[config.mk]
export PLATFORM = sky130hd
export DESIGN_NAME = sorted_list_increase_reposition
export DESIGN_NICKNAME = d
export VERILOG_FILES = /design/src/slir_pkg.sv /design/src/slir_ram.sv /design/src/sorted_list_increase_reposition.sv
export SDC_FILE = /design/constraint.sdc
export NUM_CORES = 1
export LEC_CHECK = 0
export ABC_AREA = 1
export BUFFER_PORTS_ARGS = -buffer_cell sky130_fd_sc_hd__buf_2
export CAP_MARGIN = 20
export CORE_ASPECT_RATIO = 1.25
export CORE_MARGIN = 4
export CORE_UTILIZATION = 50
export CTS_BUF_LIST = sky130_fd_sc_hd__clkbuf_4 sky130_fd_sc_hd__clkbuf_8
export DETAILED_ROUTE_END_ITERATION = 10
export PLACE_DENSITY_LB_ADDON = 0.05
export SYNTH_ARGS = -nofsm -noshare
export SYNTH_HDL_FRONTEND = slang
export SYNTH_SLANG_ARGS = --single-unit
[constraint.sdc]
create_clock -name i_clk -period 8.1 [get_ports i_clk]
set_input_delay 2.43 -clock i_clk [delete_from_list [all_inputs] [get_ports i_clk]]
set_output_delay 2.43 -clock i_clk [all_outputs]
set_load 0.005 [all_outputs]
[src/slir_pkg.sv]
// ----------------------------------------------------------------------------
// slir_pkg
// Shared types and constants for the sorted list increase-and-reposition block.
// ----------------------------------------------------------------------------
package slir_pkg;

    // Default list capacity
    localparam int SLIR_DEPTH = 16;

    // Field widths
    localparam int SLIR_VAL_W = 32;
    localparam int SLIR_POS_W = 6;
    localparam int SLIR_REQ_W = 2;

    // Request codes
    localparam logic [SLIR_REQ_W-1:0] REQ_APPEND = 2'd0;
    localparam logic [SLIR_REQ_W-1:0] REQ_ADJUST = 2'd1;
    localparam logic [SLIR_REQ_W-1:0] REQ_CLEAR  = 2'd2;

    // Sequencer states
    typedef enum logic [2:0] {
        S_IDLE,
        S_ADD,
        S_SCAN,
        S_EMIT_RD,
        S_EMIT_LD,
        S_OUT
    } t_state;

endpackage

[src/slir_ram.sv]
// ----------------------------------------------------------------------------
// slir_ram
// Generic single-write, single-read RAM with a registered read port.
// ----------------------------------------------------------------------------
module slir_ram #(
    parameter int WIDTH = 32,
    parameter int DEPTH = 16
) (
    input  logic                     i_clk,
    input  logic                     i_we,
    input  logic [$clog2(DEPTH)-1:0] i_waddr,
    input  logic [WIDTH-1:0]         i_wdata,
    input  logic [$clog2(DEPTH)-1:0] i_raddr,
    output logic [WIDTH-1:0]         o_rdata
);

    logic [WIDTH-1:0] r_mem [DEPTH];
    logic [WIDTH-1:0] r_rdata;

    // Write port and registered read port
    always_ff @(posedge i_clk) begin
        if (i_we) begin
            r_mem[i_waddr] <= i_wdata;
        end
        r_rdata <= r_mem[i_raddr];
    end

    assign o_rdata = r_rdata;

endmodule

[src/sorted_list_increase_reposition.sv]
// ----------------------------------------------------------------------------
// sorted_list_increase_reposition
// Ascending list of signed 32-bit values with append, clear and adjust.
// ----------------------------------------------------------------------------
// Usage:
//   Input channel (i_valid / o_stall) carries one request per transaction.
//   Output channel (o_valid / i_stall) carries result transactions.
//   Append: one result, shown the cycle after acceptance (overflow if full).
//   Clear: no result, the block is ready again in the next cycle.
//   Adjust: the entry is read, summed with the amount, then moved toward the
//   tail one entry per cycle through the single RAM port pair; afterwards the
//   whole list is emitted, each result through a registered RAM read and the
//   output register handshake. A bad position leaves the list unchanged and
//   sets bad_position on every emitted result.
//   An empty list gives one result with list_empty set.
//   o_stall is high while a request is in progress; one request at a time.
//   A stalled result holds in the output register until taken.
//   Reset clears the entry count and returns to idle; the RAM is not cleared,
//   only entries below the count are ever used.
// ----------------------------------------------------------------------------
module sorted_list_increase_reposition
    import slir_pkg::*;
#(
    parameter int DEPTH = SLIR_DEPTH
) (
    input  logic                         i_clk,
    input  logic                         i_rst_n,
    input  logic                         i_valid,
    output logic                         o_stall,
    input  logic [SLIR_REQ_W-1:0]        i_req_type,
    input  logic signed [SLIR_VAL_W-1:0] i_new_value,
    input  logic [SLIR_POS_W-1:0]        i_position,
    input  logic signed [SLIR_VAL_W-1:0] i_amount,
    output logic                         o_valid,
    input  logic                         i_stall,
    output logic signed [SLIR_VAL_W-1:0] o_element,
    output logic [SLIR_POS_W-1:0]        o_element_index,
    output logic                         o_is_last,
    output logic                         o_list_empty,
    output logic                         o_bad_position,
    output logic                         o_overflow
);

    localparam int AW  = $clog2(DEPTH);
    localparam int CW  = $clog2(DEPTH + 1);
    localparam int PCW = (CW > SLIR_POS_W) ? CW : SLIR_POS_W;

    t_state                r_state, n_state;
    logic [CW-1:0]         r_count, n_count;
    logic [AW-1:0]         r_pos, n_pos;
    logic [SLIR_VAL_W-1:0] r_amt, n_amt;
    logic [SLIR_VAL_W-1:0] r_val, n_val;
    logic [CW-1:0]         r_j, n_j;
    logic [AW-1:0]         r_idx, n_idx;
    logic                  r_bad, n_bad;

    logic [SLIR_VAL_W-1:0] r_o_elem, n_o_elem;
    logic [AW-1:0]         r_o_idx, n_o_idx;
    logic                  r_o_last, n_o_last;
    logic                  r_o_empty, n_o_empty;
    logic                  r_o_bad, n_o_bad;
    logic                  r_o_ovf, n_o_ovf;

    logic                  ram_we;
    logic [AW-1:0]         ram_waddr;
    logic [SLIR_VAL_W-1:0] ram_wdata;
    logic [AW-1:0]         ram_raddr;
    logic [SLIR_VAL_W-1:0] ram_rdata;

    logic                  in_acc;
    logic                  out_acc;
    logic                  list_full;
    logic                  pos_bad;
    logic                  scan_move;

    assign in_acc    = i_valid && (r_state == S_IDLE);
    assign out_acc   = (r_state == S_OUT) && !i_stall;
    assign list_full = (r_count == CW'(DEPTH));
    assign pos_bad   = (PCW'(i_position) >= PCW'(r_count));
    // Shared compare: keep moving while the next entry is strictly smaller
    assign scan_move = (r_j < r_count) && ($signed(ram_rdata) < $signed(r_val));

    slir_ram #(
        .WIDTH(SLIR_VAL_W),
        .DEPTH(DEPTH)
    ) u_ram (
        .i_clk  (i_clk),
        .i_we   (ram_we),
        .i_waddr(ram_waddr),
        .i_wdata(ram_wdata),
        .i_raddr(ram_raddr),
        .o_rdata(ram_rdata)
    );

    // Next state
    always_comb begin
        n_state = r_state;
        unique case (r_state)
            S_IDLE: begin
                if (in_acc) begin
                    priority if (i_req_type == REQ_APPEND) begin
                        n_state = S_OUT;
                    end else if (i_req_type == REQ_ADJUST) begin
                        priority if (r_count == '0) begin
                            n_state = S_OUT;
                        end else if (pos_bad) begin
                            n_state = S_EMIT_LD;
                        end else begin
                            n_state = S_ADD;
                        end
                    end else begin
                        n_state = S_IDLE;
                    end
                end
            end
            S_ADD:     n_state = S_SCAN;
            S_SCAN:    n_state = scan_move ? S_SCAN : S_EMIT_RD;
            S_EMIT_RD: n_state = S_EMIT_LD;
            S_EMIT_LD: n_state = S_OUT;
            S_OUT: begin
                if (out_acc) begin
                    n_state = r_o_last ? S_IDLE : S_EMIT_LD;
                end
            end
            default:   n_state = S_IDLE;
        endcase
    end

    // Datapath and RAM control
    always_comb begin
        n_count   = r_count;
        n_pos     = r_pos;
        n_amt     = r_amt;
        n_val     = r_val;
        n_j       = r_j;
        n_idx     = r_idx;
        n_bad     = r_bad;
        n_o_elem  = r_o_elem;
        n_o_idx   = r_o_idx;
        n_o_last  = r_o_last;
        n_o_empty = r_o_empty;
        n_o_bad   = r_o_bad;
        n_o_ovf   = r_o_ovf;
        ram_we    = 1'b0;
        ram_waddr = r_pos;
        ram_wdata = r_val;
        ram_raddr = r_idx;
        unique case (r_state)
            S_IDLE: begin
                if (in_acc) begin
                    priority if (i_req_type == REQ_APPEND) begin
                        n_o_last  = 1'b1;
                        n_o_empty = 1'b0;
                        n_o_bad   = 1'b0;
                        if (list_full) begin
                            n_o_elem = '0;
                            n_o_idx  = '0;
                            n_o_ovf  = 1'b1;
                        end else begin
                            // Store at the tail and echo the value
                            ram_we    = 1'b1;
                            ram_waddr = AW'(r_count);
                            ram_wdata = i_new_value;
                            n_o_elem  = i_new_value;
                            n_o_idx   = AW'(r_count);
                            n_o_ovf   = 1'b0;
                            n_count   = r_count + CW'(1);
                        end
                    end else if (i_req_type == REQ_ADJUST) begin
                        n_pos = AW'(i_position);
                        n_amt = i_amount;
                        n_bad = pos_bad;
                        n_idx = '0;
                        priority if (r_count == '0) begin
                            n_o_elem  = '0;
                            n_o_idx   = '0;
                            n_o_last  = 1'b1;
                            n_o_empty = 1'b1;
                            n_o_bad   = 1'b0;
                            n_o_ovf   = 1'b0;
                        end else if (pos_bad) begin
                            // List stays as is; start emission at the head
                            ram_raddr = '0;
                        end else begin
                            ram_raddr = AW'(i_position);
                        end
                    end else if (i_req_type == REQ_CLEAR) begin
                        n_count = '0;
                    end else begin
                        n_count = r_count;
                    end
                end
            end
            S_ADD: begin
                // Wrapped sum, then fetch the following entry
                n_val     = ram_rdata + r_amt;
                n_j       = CW'(r_pos) + CW'(1);
                ram_raddr = AW'(CW'(r_pos) + CW'(1));
            end
            S_SCAN: begin
                ram_we    = 1'b1;
                ram_waddr = AW'(r_j - CW'(1));
                if (scan_move) begin
                    // Shift the smaller entry one place toward the head
                    ram_wdata = ram_rdata;
                    n_j       = r_j + CW'(1);
                    ram_raddr = AW'(r_j + CW'(1));
                end else begin
                    ram_wdata = r_val;
                end
            end
            S_EMIT_RD: begin
                ram_raddr = '0;
            end
            S_EMIT_LD: begin
                n_o_elem  = ram_rdata;
                n_o_idx   = r_idx;
                n_o_last  = ((CW'(r_idx) + CW'(1)) == r_count);
                n_o_empty = 1'b0;
                n_o_bad   = r_bad;
                n_o_ovf   = 1'b0;
            end
            S_OUT: begin
                // Advance to the next entry once the result is taken
                if (out_acc && !r_o_last) begin
                    n_idx     = r_idx + AW'(1);
                    ram_raddr = r_idx + AW'(1);
                end
            end
            default: begin
                ram_we = 1'b0;
            end
        endcase
    end

    // Control state
    always_ff @(posedge i_clk) begin
        if (!i_rst_n) begin
            r_state <= S_IDLE;
            r_count <= '0;
        end else begin
            r_state <= n_state;
            r_count <= n_count;
        end
    end

    // Payload and working registers
    always_ff @(posedge i_clk) begin
        r_pos     <= n_pos;
        r_amt     <= n_amt;
        r_val     <= n_val;
        r_j       <= n_j;
        r_idx     <= n_idx;
        r_bad     <= n_bad;
        r_o_elem  <= n_o_elem;
        r_o_idx   <= n_o_idx;
        r_o_last  <= n_o_last;
        r_o_empty <= n_o_empty;
        r_o_bad   <= n_o_bad;
        r_o_ovf   <= n_o_ovf;
    end

    assign o_stall         = (r_state != S_IDLE);
    assign o_valid         = (r_state == S_OUT);
    assign o_element       = $signed(r_o_elem);
    assign o_element_index = SLIR_POS_W'(r_o_idx);
    assign o_is_last       = r_o_last;
    assign o_list_empty    = r_o_empty;
    assign o_bad_position  = r_o_bad;
    assign o_overflow      = r_o_ovf;

endmodule

Word level (Yosys, flattened, before mapping)
Memories as Yosys holds them, arrays and structs flattened. A register that Yosys moved wholly into a read port is not among the register bits.
Index checks and enable logic that the tools add are counted.
Word-level totals
  flip-flop bits (word level): 126
  bits in writable memories: 512
  output and inout port bits: 44
  logic and storage cells: 135
  memories kept: 1
Memories
  u_ram.r_mem: depth 16, bits a word 32, read ports 1, clocked after memory_dff 1, write ports 1, line slir_ram.sv:17  | logic [WIDTH-1:0] r_mem [DEPTH];
Operators by class
  $add $sub $neg: 7
  order comparisons: 3
  eq/ne operators: 18
  multiplexer cells: 71
  bitwise logic cells: 1
  reduce and logical (&&, ||, !) cells: 20
Operator list (number)
  $mux 32: 9
  $pmux 32 s2: 2
  $mux 4: 18
  $add 32x32->32: 1
  $lt 32x32->1: 1
  $mux 5: 5
  $pmux 4 s2: 3
  $mux 3: 7
  $pmux 4 s5: 1
  $mux 1: 19
  $pmux 3 s6: 1
  $reduce_and 4->1: 3
  $add 4x1->5 const B: 2
  $add 5x1->5 const B: 2
  $ne 2x2->1 const B: 5
  $pmux 1 s2: 5
  $pmux 5 s2: 1
  $reduce_bool 2->1: 4
  $eq 3x2->1 const B: 2
  $eq 3x3->1 const B: 2
  $ge 6x5->1: 1
  $ne 3x1->1 const B: 2
  $eq 5x5->1: 1
  $eq 5x5->1 const B: 1
  16 further kinds: 22

Longest topological paths before layout
Gate-level depths: netlist of the first run.
  word-level depth: 7
  mapped depth: 26
  depth with buffers taken out: 24

By module
A second synthesis of the first run with hierarchy kept.
Unflattened totals
  cell total of the unflattened synthesis: 3171
  area, all modules: 31625.3 µm²
Modules (own cells, without submodules)
  slir_ram: instances 1, cells an instance 2120, area each 22730.6 µm², sequential area each 16015.4 µm²
  sorted_list_increase_reposition: instances 1, cells an instance 1051, area each 8894.8 µm², sequential area each 3703.6 µm²

Least setup slack after synthesis of the first run
OpenSTA, ideal clock, no wires.
  path type: in2reg
  start point: input port i_req_type[1]
  end point: register r_o_bad (netlist: o_bad_position), enable pin
  library setup time: 0.511 ns
  data arrival time: 5.879 ns
  path slack: 1.710 ns
  stages on the path: 3
  buffers on the path: 0
  cells stage by stage: nor2_1 -> inv_1 -> a311oi_1
On the way
  word-level cells in the longest chain between the ends: 3
  elaborated cells between the ends (all ways): 5
RTL lines
  start, declared: line sorted_list_increase_reposition.sv:30  | input logic [SLIR_REQ_W-1:0] i_req_type,
  $eq 2x1->1 or $logic_not 2->1 (tied branches): line sorted_list_increase_reposition.sv:169, sorted_list_increase_reposition.sv:151
  $ne 3x1->1 (no source line)
  $reduce_and 4->1 (no source line) *
  end signal, assigned: line sorted_list_increase_reposition.sv:259  | r_o_bad <= n_o_bad;
  end, declared: line sorted_list_increase_reposition.sv:61  | logic r_o_bad, n_o_bad;
Every way passes the cells marked *; elsewhere a longest branch is shown, timed or not.
A chain may end at the register's enable or synchronous reset.

Final worst setup path of the first run
  start point: input port i_req_type[0]
  end point: register u_ram.r_rdata[29] (netlist: u_ram.o_rdata[29]), read port of u_ram.r_mem
On the way
  word-level cells in the longest chain between the ends: 5
  elaborated cells between the ends (all ways): 6
RTL lines
  $eq 2x1->1: line sorted_list_increase_reposition.sv:169  | end else if (i_req_type == REQ_ADJUST) begin
  $mux 4: line sorted_list_increase_reposition.sv:169
  $mux 4 *: line sorted_list_increase_reposition.sv:151  | priority if (i_req_type == REQ_APPEND) begin
  $mux 4 *: line sorted_list_increase_reposition.sv:150  | if (in_acc) begin
  $pmux 4 s5 *: line sorted_list_increase_reposition.sv:148  | unique case (r_state)
  end, declared: line slir_ram.sv:18  | logic [WIDTH-1:0] r_rdata;
Marked as above.

==> flow_summary.ini, run 1 <==
[grt]
grt_usage_pct = 26.3
grt_pass1_vias = 21600
busiest_layer = met2
grt_antenna_before_repair = 1
global_route.usage.met1_pct = 36.4
grt_max_degree = 129
use_met3_pct = 3.68
grt_first_pass_wirelength_um = 133000
globalRoute.totalOverflow = 0
global_route.usage.met2_pct = 42.6

[worst_setup_path]
timing_worst_setup_path_type = in -> reg
critPathRequiredTime_ns = 8.75
end_kind = flip-flop
crit_path_start_kind = input port
maximum_fanout_count_along_the_critical_path = 95
worstPathArrival_ns = 6.22

[floorplanning]
num_io_pins = 120
floorplan.die.height_um = 288
die_area_um2 = 66700
fp.coreArea_um2 = 62000
die-width_um = 232
initial_utilization_pct = 50.5
row_cnt = 102

[job]
cap_viol_max_count = 0

[sta]
maxSlewViolCount = 0
timing.hold.ws_ns = 0.561
report.final.hold_viol_count = 0
relSlewSlack_pct = 14.8
timing_worst_slew_pin_value_ns = 1.28
fmax_ghz = 0.179
grt_setup_unrepaired = false
timing.final.setup_violations = 0
final_min_period_over_clock_period_pct = 68.9
minimum_period_implied_by_the_final_worst_setup_slack_ns = 5.58
final.setup.tns_ns = 0
finalClockSkew_ns = 0.0377

[synth]
synth.cell_area_um2 = 31300
yosys.cell_types.count = 55
number_of_register_bits_inferred_by_synthesis = 670
post_synth_inst_count = 3005
synth_area_per_cell_um2 = 10.4
dominantRegCellSynth = sky130_fd_sc_hd__edfxtp_1
ys_seq_area_share_pct = 63.0
synth-edff-count = 630
asyncSetResetFlopFracSynth_pct = 0
ys_warn_count = 0

[cts]
cts_hold_buf = 0
cts_tree = done
quantity_of_gates_resized_following_cts = 0
cts_setup_buffers = 0
worst_skew_pair.late_latency_ns = 0.72
clkSlewWorstSetupHoldPaths_ns = 0.06
clk_root_buffer_cell = sky130_fd_sc_hd__clkbuf_8
htreeDepth = 3
clkSinkCount = 670
cts_made_buffers = 107
clk_path_buf_depth = 3

[power_and_ir_drop]
leakagePower_nw = 14.3
logic_gate_share_of_total_power_pct = 39.1
switchingPower_mw = 5.36
clkPwrFrac_pct = 22.6
vdd_ir_drop_max_mv = 0.397
sw_frac_of_total_pct = 40.3
power.density_cell_area_nw_per_um2 = 378
internal_power_mw = 7.95
seqPwrFrac_pct = 38.3

[cells_and_area]
design.final.nets = 3298
area_growth_syn_to_layout_pct = 12.4
n_fill_cell = 5366
layout.core_utilization_pct = 56.7
drive_gt1_share_pct = 13.2
final_cell_area_um2 = 35200

[route]
drc = 0
vias = 22800
average_wire_length_per_cell_after_detail_routing_um = 21.9
1st_pass_router_iterations = 6
drt.antenna.violating_nets = 0
via_per_inst = 5.60
route.final.wire_length_um = 89200
drt_iter0_markers = 2003

[placed_design]
numPortBuffers = 117
place_hpwl_um = 52900
place_area_um2 = 32900
gp_routability_congestion = 0.926

[hold_path]
hold_path_class = reg -> reg

[status]
run_status = completed
per-layer routing:
layer  wire (µm)  share of wire, %  vias to the layer above
li1            -                 -                    10700
met5           0                 0                        -
met1       38800                43                    11100
met4        2940               3.3                        0
met3        5670               6.4                      155
met2       41800                47                      868
per-stage QoR:
step | instances | power (mW) | setup WS (ns)
after global routing | 4065 | 14.1 | 2.16
after detailed placement | 3864 | 10.3 | 1.78
after floorplan | 3006 | 8.54 | 1.71
after global placement | 3864 | 10.2 | 1.88
after CTS | 4061 | 13.3 | 2.55
final | 4065 | 13.3 | 2.52
synth_stat cells (all sizes together), types with 3 or more instances:
cell type / count / area share [%]
o22ai: 16 / 0.36
a21o: 4 / 0.096
inv: 293 / 3.5
o21a: 4 / 0.096
clkbuf: 34 / 0.41
dfxtp: 40 / 2.6
o21ai: 88 / 1.4
xor2: 29 / 0.81
xnor2: 11 / 0.31
nand2: 780 / 9.4
a21oi: 103 / 1.6
o211ai: 5 / 0.12
a32oi: 15 / 0.42
o221ai: 5 / 0.14
nor3b: 3 / 0.072
nor3: 8 / 0.13
buf: 127 / 2.2
ha: 77 / 3.1
nor4: 4 / 0.080
nand4: 8 / 0.16
nor2: 81 / 1.2
edfxtp: 630 / 60
a211oi: 4 / 0.096
nand3: 519 / 8.3
nand3b: 96 / 2.3
final cells by class:
type	count	area, µm²	share of cell area (%)
Sequential cell	670	19700	56.1
Multi-Input combinational cell	1881	9870	28.1
Clock buffer	164	2000	5.69
Timing Repair Buffer	190	1190	3.39
Inverter	294	1100	3.14
Tap cell	832	1040	2.96
Clock inverter	33	239	0.680
Antenna cell	1	2.50	0.00712
placed cells by master (no fill, tap or decap), drive strengths merged, types with 4 or more instances in the layout:
| master | instances |
|---|---|
| nand2 | 780 |
| edfxtp | 630 |
| nand3 | 519 |
| inv | 297 |
| buf | 190 |
| clkbuf | 164 |
| a21oi | 103 |
| nand3b | 96 |
| o21ai | 88 |
| nor2 | 81 |
| ha | 77 |
| dfxtp | 40 |
| xor2 | 29 |
| clkinv | 26 |
| o22ai | 16 |
| a32oi | 15 |
| xnor2 | 11 |
| nor3 | 8 |
| nand4 | 8 |
| o211ai | 5 |
| o221ai | 5 |
| o21a | 4 |
| nor4 | 4 |
| a21o | 4 |
| a211oi | 4 |
worst max-delay path: stages:
cell,delay [ns]
sky130_fd_sc_hd__buf_2,0.10
sky130_fd_sc_hd__inv_1,0.04
sky130_fd_sc_hd__nor2_1,0.20
sky130_fd_sc_hd__inv_1,0.14
sky130_fd_sc_hd__nor2_4,0.11
sky130_fd_sc_hd__buf_4,0.44
sky130_fd_sc_hd__nand2_2,0.16
sky130_fd_sc_hd__nor2_4,0.16
sky130_fd_sc_hd__a21oi_1,0.09
sky130_fd_sc_hd__nand2_1,0.16
sky130_fd_sc_hd__nand2_8,0.34
sky130_fd_sc_hd__nand2_8,0.69
sky130_fd_sc_hd__buf_4,0.53
sky130_fd_sc_hd__nand2_1,0.10
sky130_fd_sc_hd__nand2_1,0.08
sky130_fd_sc_hd__nand2_1,0.05
sky130_fd_sc_hd__nand3_1,0.10
sky130_fd_sc_hd__nand3_1,0.09
sky130_fd_sc_hd__nand2_1,0.10
kinds of logic after synthesis:
| group | count (synthesis) | share of synthesized area (%) |
|---|---|---|
| buffers and inverters | 455 | 6.19 |
| and+or+nand+nor | 1501 | 21.7 |
| other | 1 | 0.0120 |
| xor gates and xnor gates | 40 | 1.12 |
| AOI/OAI and AO/OA | 260 | 4.84 |
| adders and majority gates | 78 | 3.14 |
| DFF | 670 | 63.0 |
power groups by stage:
stage	clock network, mW	logic [mW]	registers, mW
floorplan	0	3.52	5.02
global placement	0	5.08	5.16
detailed placement	0	5.15	5.16
CTS	3.07	5.18	5.09
global route	3.23	5.77	5.12
finish	3.00	5.21	5.10
final timing paths:
| check | to | slack [ns] | startpoint | cells past startpoint |
|---|---|---|---|---|
| max | u_ram.o_rdata[29] | 2.52 | i_req_type[0] | 19 |
| min | o_bad_position | 0.56 | r_bad | 2 |
| max reg2reg | u_ram.o_rdata[8] | 2.89 | u_ram.o_rdata[21] | 20 |
| min reg2reg | o_bad_position | 0.56 | r_bad | 2 |
state kept, by name, summed over array words and instances, names as in the netlist, 5 cells and up:
signal         count
r_val             32
r_amt             32
u_ram.o_rdata     32
r_j                5
r_count            5
u_ram.r_mem      512
o_element         32
Note: power is estimated with default switching activity, not from simulation.
==> run 2: changes to the inputs <==
- clock period: 8.1 -> 5.5 ns (I/O delays scaled with it)
==> run 2 against run 1 <==
Clock power grew 49%; power is 49% higher; sequential power increased by 47%; largest power group unchanged; first-iteration DRC count shrank 1.1%; sequential share of layout area shrank 0.50 points; clock skew down 0.00062 ns; critical path depth is 1 higher; non-clock buffer count rose by 18.
==> flow_summary.ini, run 2 (synthesis results as in run 1) <==
[route]
drc = 0
route.final.wire_length_um = 88100
vias = 22700
average_wire_length_per_cell_after_detail_routing_um = 21.6
via_per_inst = 5.56
drt_iter0_markers = 1980
1st_pass_router_iterations = 6
drt.antenna.violating_nets = 0

[worst_setup_path]
worstPathArrival_ns = 4.94
crit_path_buf_inv_count = 3
reg2reg_setup_slack_ns = 1.18
timing_worst_setup_path_type = reg -> reg
critPathTopFamily = simple AND/OR/NAND/NOR gates
maximum_fanout_count_along_the_critical_path = 60
timing.critical_path.cells = inv_1 > ha_1 > nand2_1 > nor2_1 > nand2_1 > inv_1 > a21oi_1 > nand2_1 > nand2_1 > nand3_1 > nand2_1 > nand2_1 > nand2_4 > buf_4 > nand3_1 > nand2_1 > nand2_1 > nand3_1 > nand3_1 > nand2_1
critPathRequiredTime_ns = 6.12
r2r_end = u_ram.o_rdata[6]
crit_path_start_kind = flip-flop
crit-reg2reg-launch = r_val[31]
worst_path_largest_cell_delay_ns = 0.61
critical-path-top-cell-by-count = sky130_fd_sc_hd__nand2_1
end_kind = flip-flop
crit_slowest_cell = sky130_fd_sc_hd__buf_4
worst_r2r_path_depth = 20

[cts]
htreeDepth = 3
worst_skew_pair.late_latency_ns = 0.72
quantity_of_gates_resized_following_cts = 0
cts_hold_buf = 0
clkSinkCount = 670
clk_root_buffer_cell = sky130_fd_sc_hd__clkbuf_8
clk_path_buf_depth = 3
cts_made_buffers = 108
clkSlewWorstSetupHoldPaths_ns = 0.06
cts_setup_buffers = 0
cts_tree = done

[floorplanning]
num_io_pins = 120
die_area_um2 = 66700
row_cnt = 102
die-width_um = 232
fp.coreArea_um2 = 62000
initial_utilization_pct = 50.5
floorplan.die.height_um = 288

[cells_and_area]
final_common_cell = sky130_fd_sc_hd__nand2_1
sequential_cell_area_um2 = 19700
max_ffs_per_register = 512
area_growth_syn_to_layout_pct = 13.4
drive_gt1_share_pct = 13.6
layout.core_utilization_pct = 57.2
instances_no_fill = 4085
layout.cells.most_common_list = sky130_fd_sc_hd__nand2_1 (772), sky130_fd_sc_hd__edfxtp_1 (630), sky130_fd_sc_hd__nand3_1 (517), sky130_fd_sc_hd__inv_1 (288), sky130_fd_sc_hd__clkbuf_8 (118)
multiInputGateArea_um2 = 9860
design.final.nets = 3317
top_register = u_ram.r_mem
final_cell_area_um2 = 35500
n_fill_cell = 5380

[sta]
relSlewSlack_pct = 36.4
finalClockSkew_ns = 0.0371
final.setup.tns_ns = 0
maxSlewViolCount = 0
final_min_period_over_clock_period_pct = 78.6
report.final.hold_viol_count = 0
timing.final.setup_violations = 0
timing_worst_slew_pin_value_ns = 0.954
grt_setup_unrepaired = false
minimum_period_implied_by_the_final_worst_setup_slack_ns = 4.32
fmax_ghz = 0.231

[power_and_ir_drop]
clkPwrFrac_pct = 22.4
power.density_cell_area_nw_per_um2 = 560
internal_power_mw = 11.9
sw_frac_of_total_pct = 40.2
switchingPower_mw = 7.99
leakagePower_nw = 14.4
logic_gate_share_of_total_power_pct = 39.9
seqPwrFrac_pct = 37.7
vdd_ir_drop_max_mv = 0.321

[placed_design]
numPortBuffers = 117
place_area_um2 = 33200
post-place-cells = 3884
place_hpwl_um = 54900
gp_routability_congestion = 0.930

[grt]
grt_pass1_vias = 22200
grt_usage_pct = 26.1
grt_first_pass_wirelength_um = 132000
grt_max_degree = 140
globalRoute.totalOverflow = 0
grt_antenna_before_repair = 6

[status]
run_status = completed

[hold_path]
capture_endpoint_of_the_worst_hold_path = r_count[1]
hold_path_class = reg -> reg
hold_path.startpoint = r_count[1]
timing.hold.worst_path_depth = 2

[job]
cap_viol_max_count = 0
==> run 2: final cells by class <==
class	count	share of cell area (%)
multi-input cells	1881	27.8
repair buffers	208	4.25
well taps	832	2.93
clock inverters	39	0.917
clock buffers	158	5.42
flip-flops and latches	670	55.6
inverters	294	3.11
diodes	3	0.0212
==> run 2: worst max path at each step <==
stage                             start                  end  slack [ns]  cells past startpoint
final                         r_val[31]     u_ram.o_rdata[6]        1.18                     20
after global routing          r_val[31]     u_ram.o_rdata[6]        0.82                     19
after CTS                     r_val[31]  u_ram.r_mem[15][14]        1.02                     13
after detailed placement  i_req_type[1]  u_ram.r_mem[12][22]        0.58                      9
after global placement    i_req_type[1]  u_ram.r_mem[12][22]        0.57                      9
after floorplan           i_req_type[1]   u_ram.r_mem[10][0]        0.66                      8
==> run 2: power by group through the flow <==
stage          clock (mW)  combinational [mW]  sequential, mW
2_1_floorplan           0                5.19            7.39
3_3_place_gp            0                7.82            7.57
3_5_place_dp            0                7.92            7.58
4_1_cts              4.57                7.96            7.47
5_1_grt              4.80                8.82            7.52
6_report             4.46                7.92            7.49
==> run 2: worst min-delay path, cell delays in order (launching register included) <==
cell and delay [ns]:
sky130_fd_sc_hd__dfxtp_1 0.38, sky130_fd_sc_hd__nand2_1 0.10, sky130_fd_sc_hd__a21oi_1 0.05
==> run 2: routing by layer <==
| metal | vias to the layer above | track usage [%] | share of wire [%] |
|---|---|---|---|
| met5 | - | 0 | 0 |
| met4 | 0 | 9.52 | 3.2 |
| met3 | 163 | 4.40 | 7.2 |
| met2 | 899 | 44.2 | 49 |
| met1 | 11000 | 34.1 | 41 |
| li1 | 10700 | - | - |
==> run 2: through the flow <==
| stage | setup WS [ns] | power [mW] | hold slack, ns |
|---|---|---|---|
| CTS | 1.02 | 20.0 | 0.576 |
| global placement | 0.568 | 15.4 | 0.570 |
| global route | 0.824 | 21.1 | 0.621 |
| detailed placement | 0.584 | 15.5 | 0.565 |
| floorplan | 0.664 | 12.6 | 0.495 |
| finish | 1.18 | 19.9 | 0.581 |
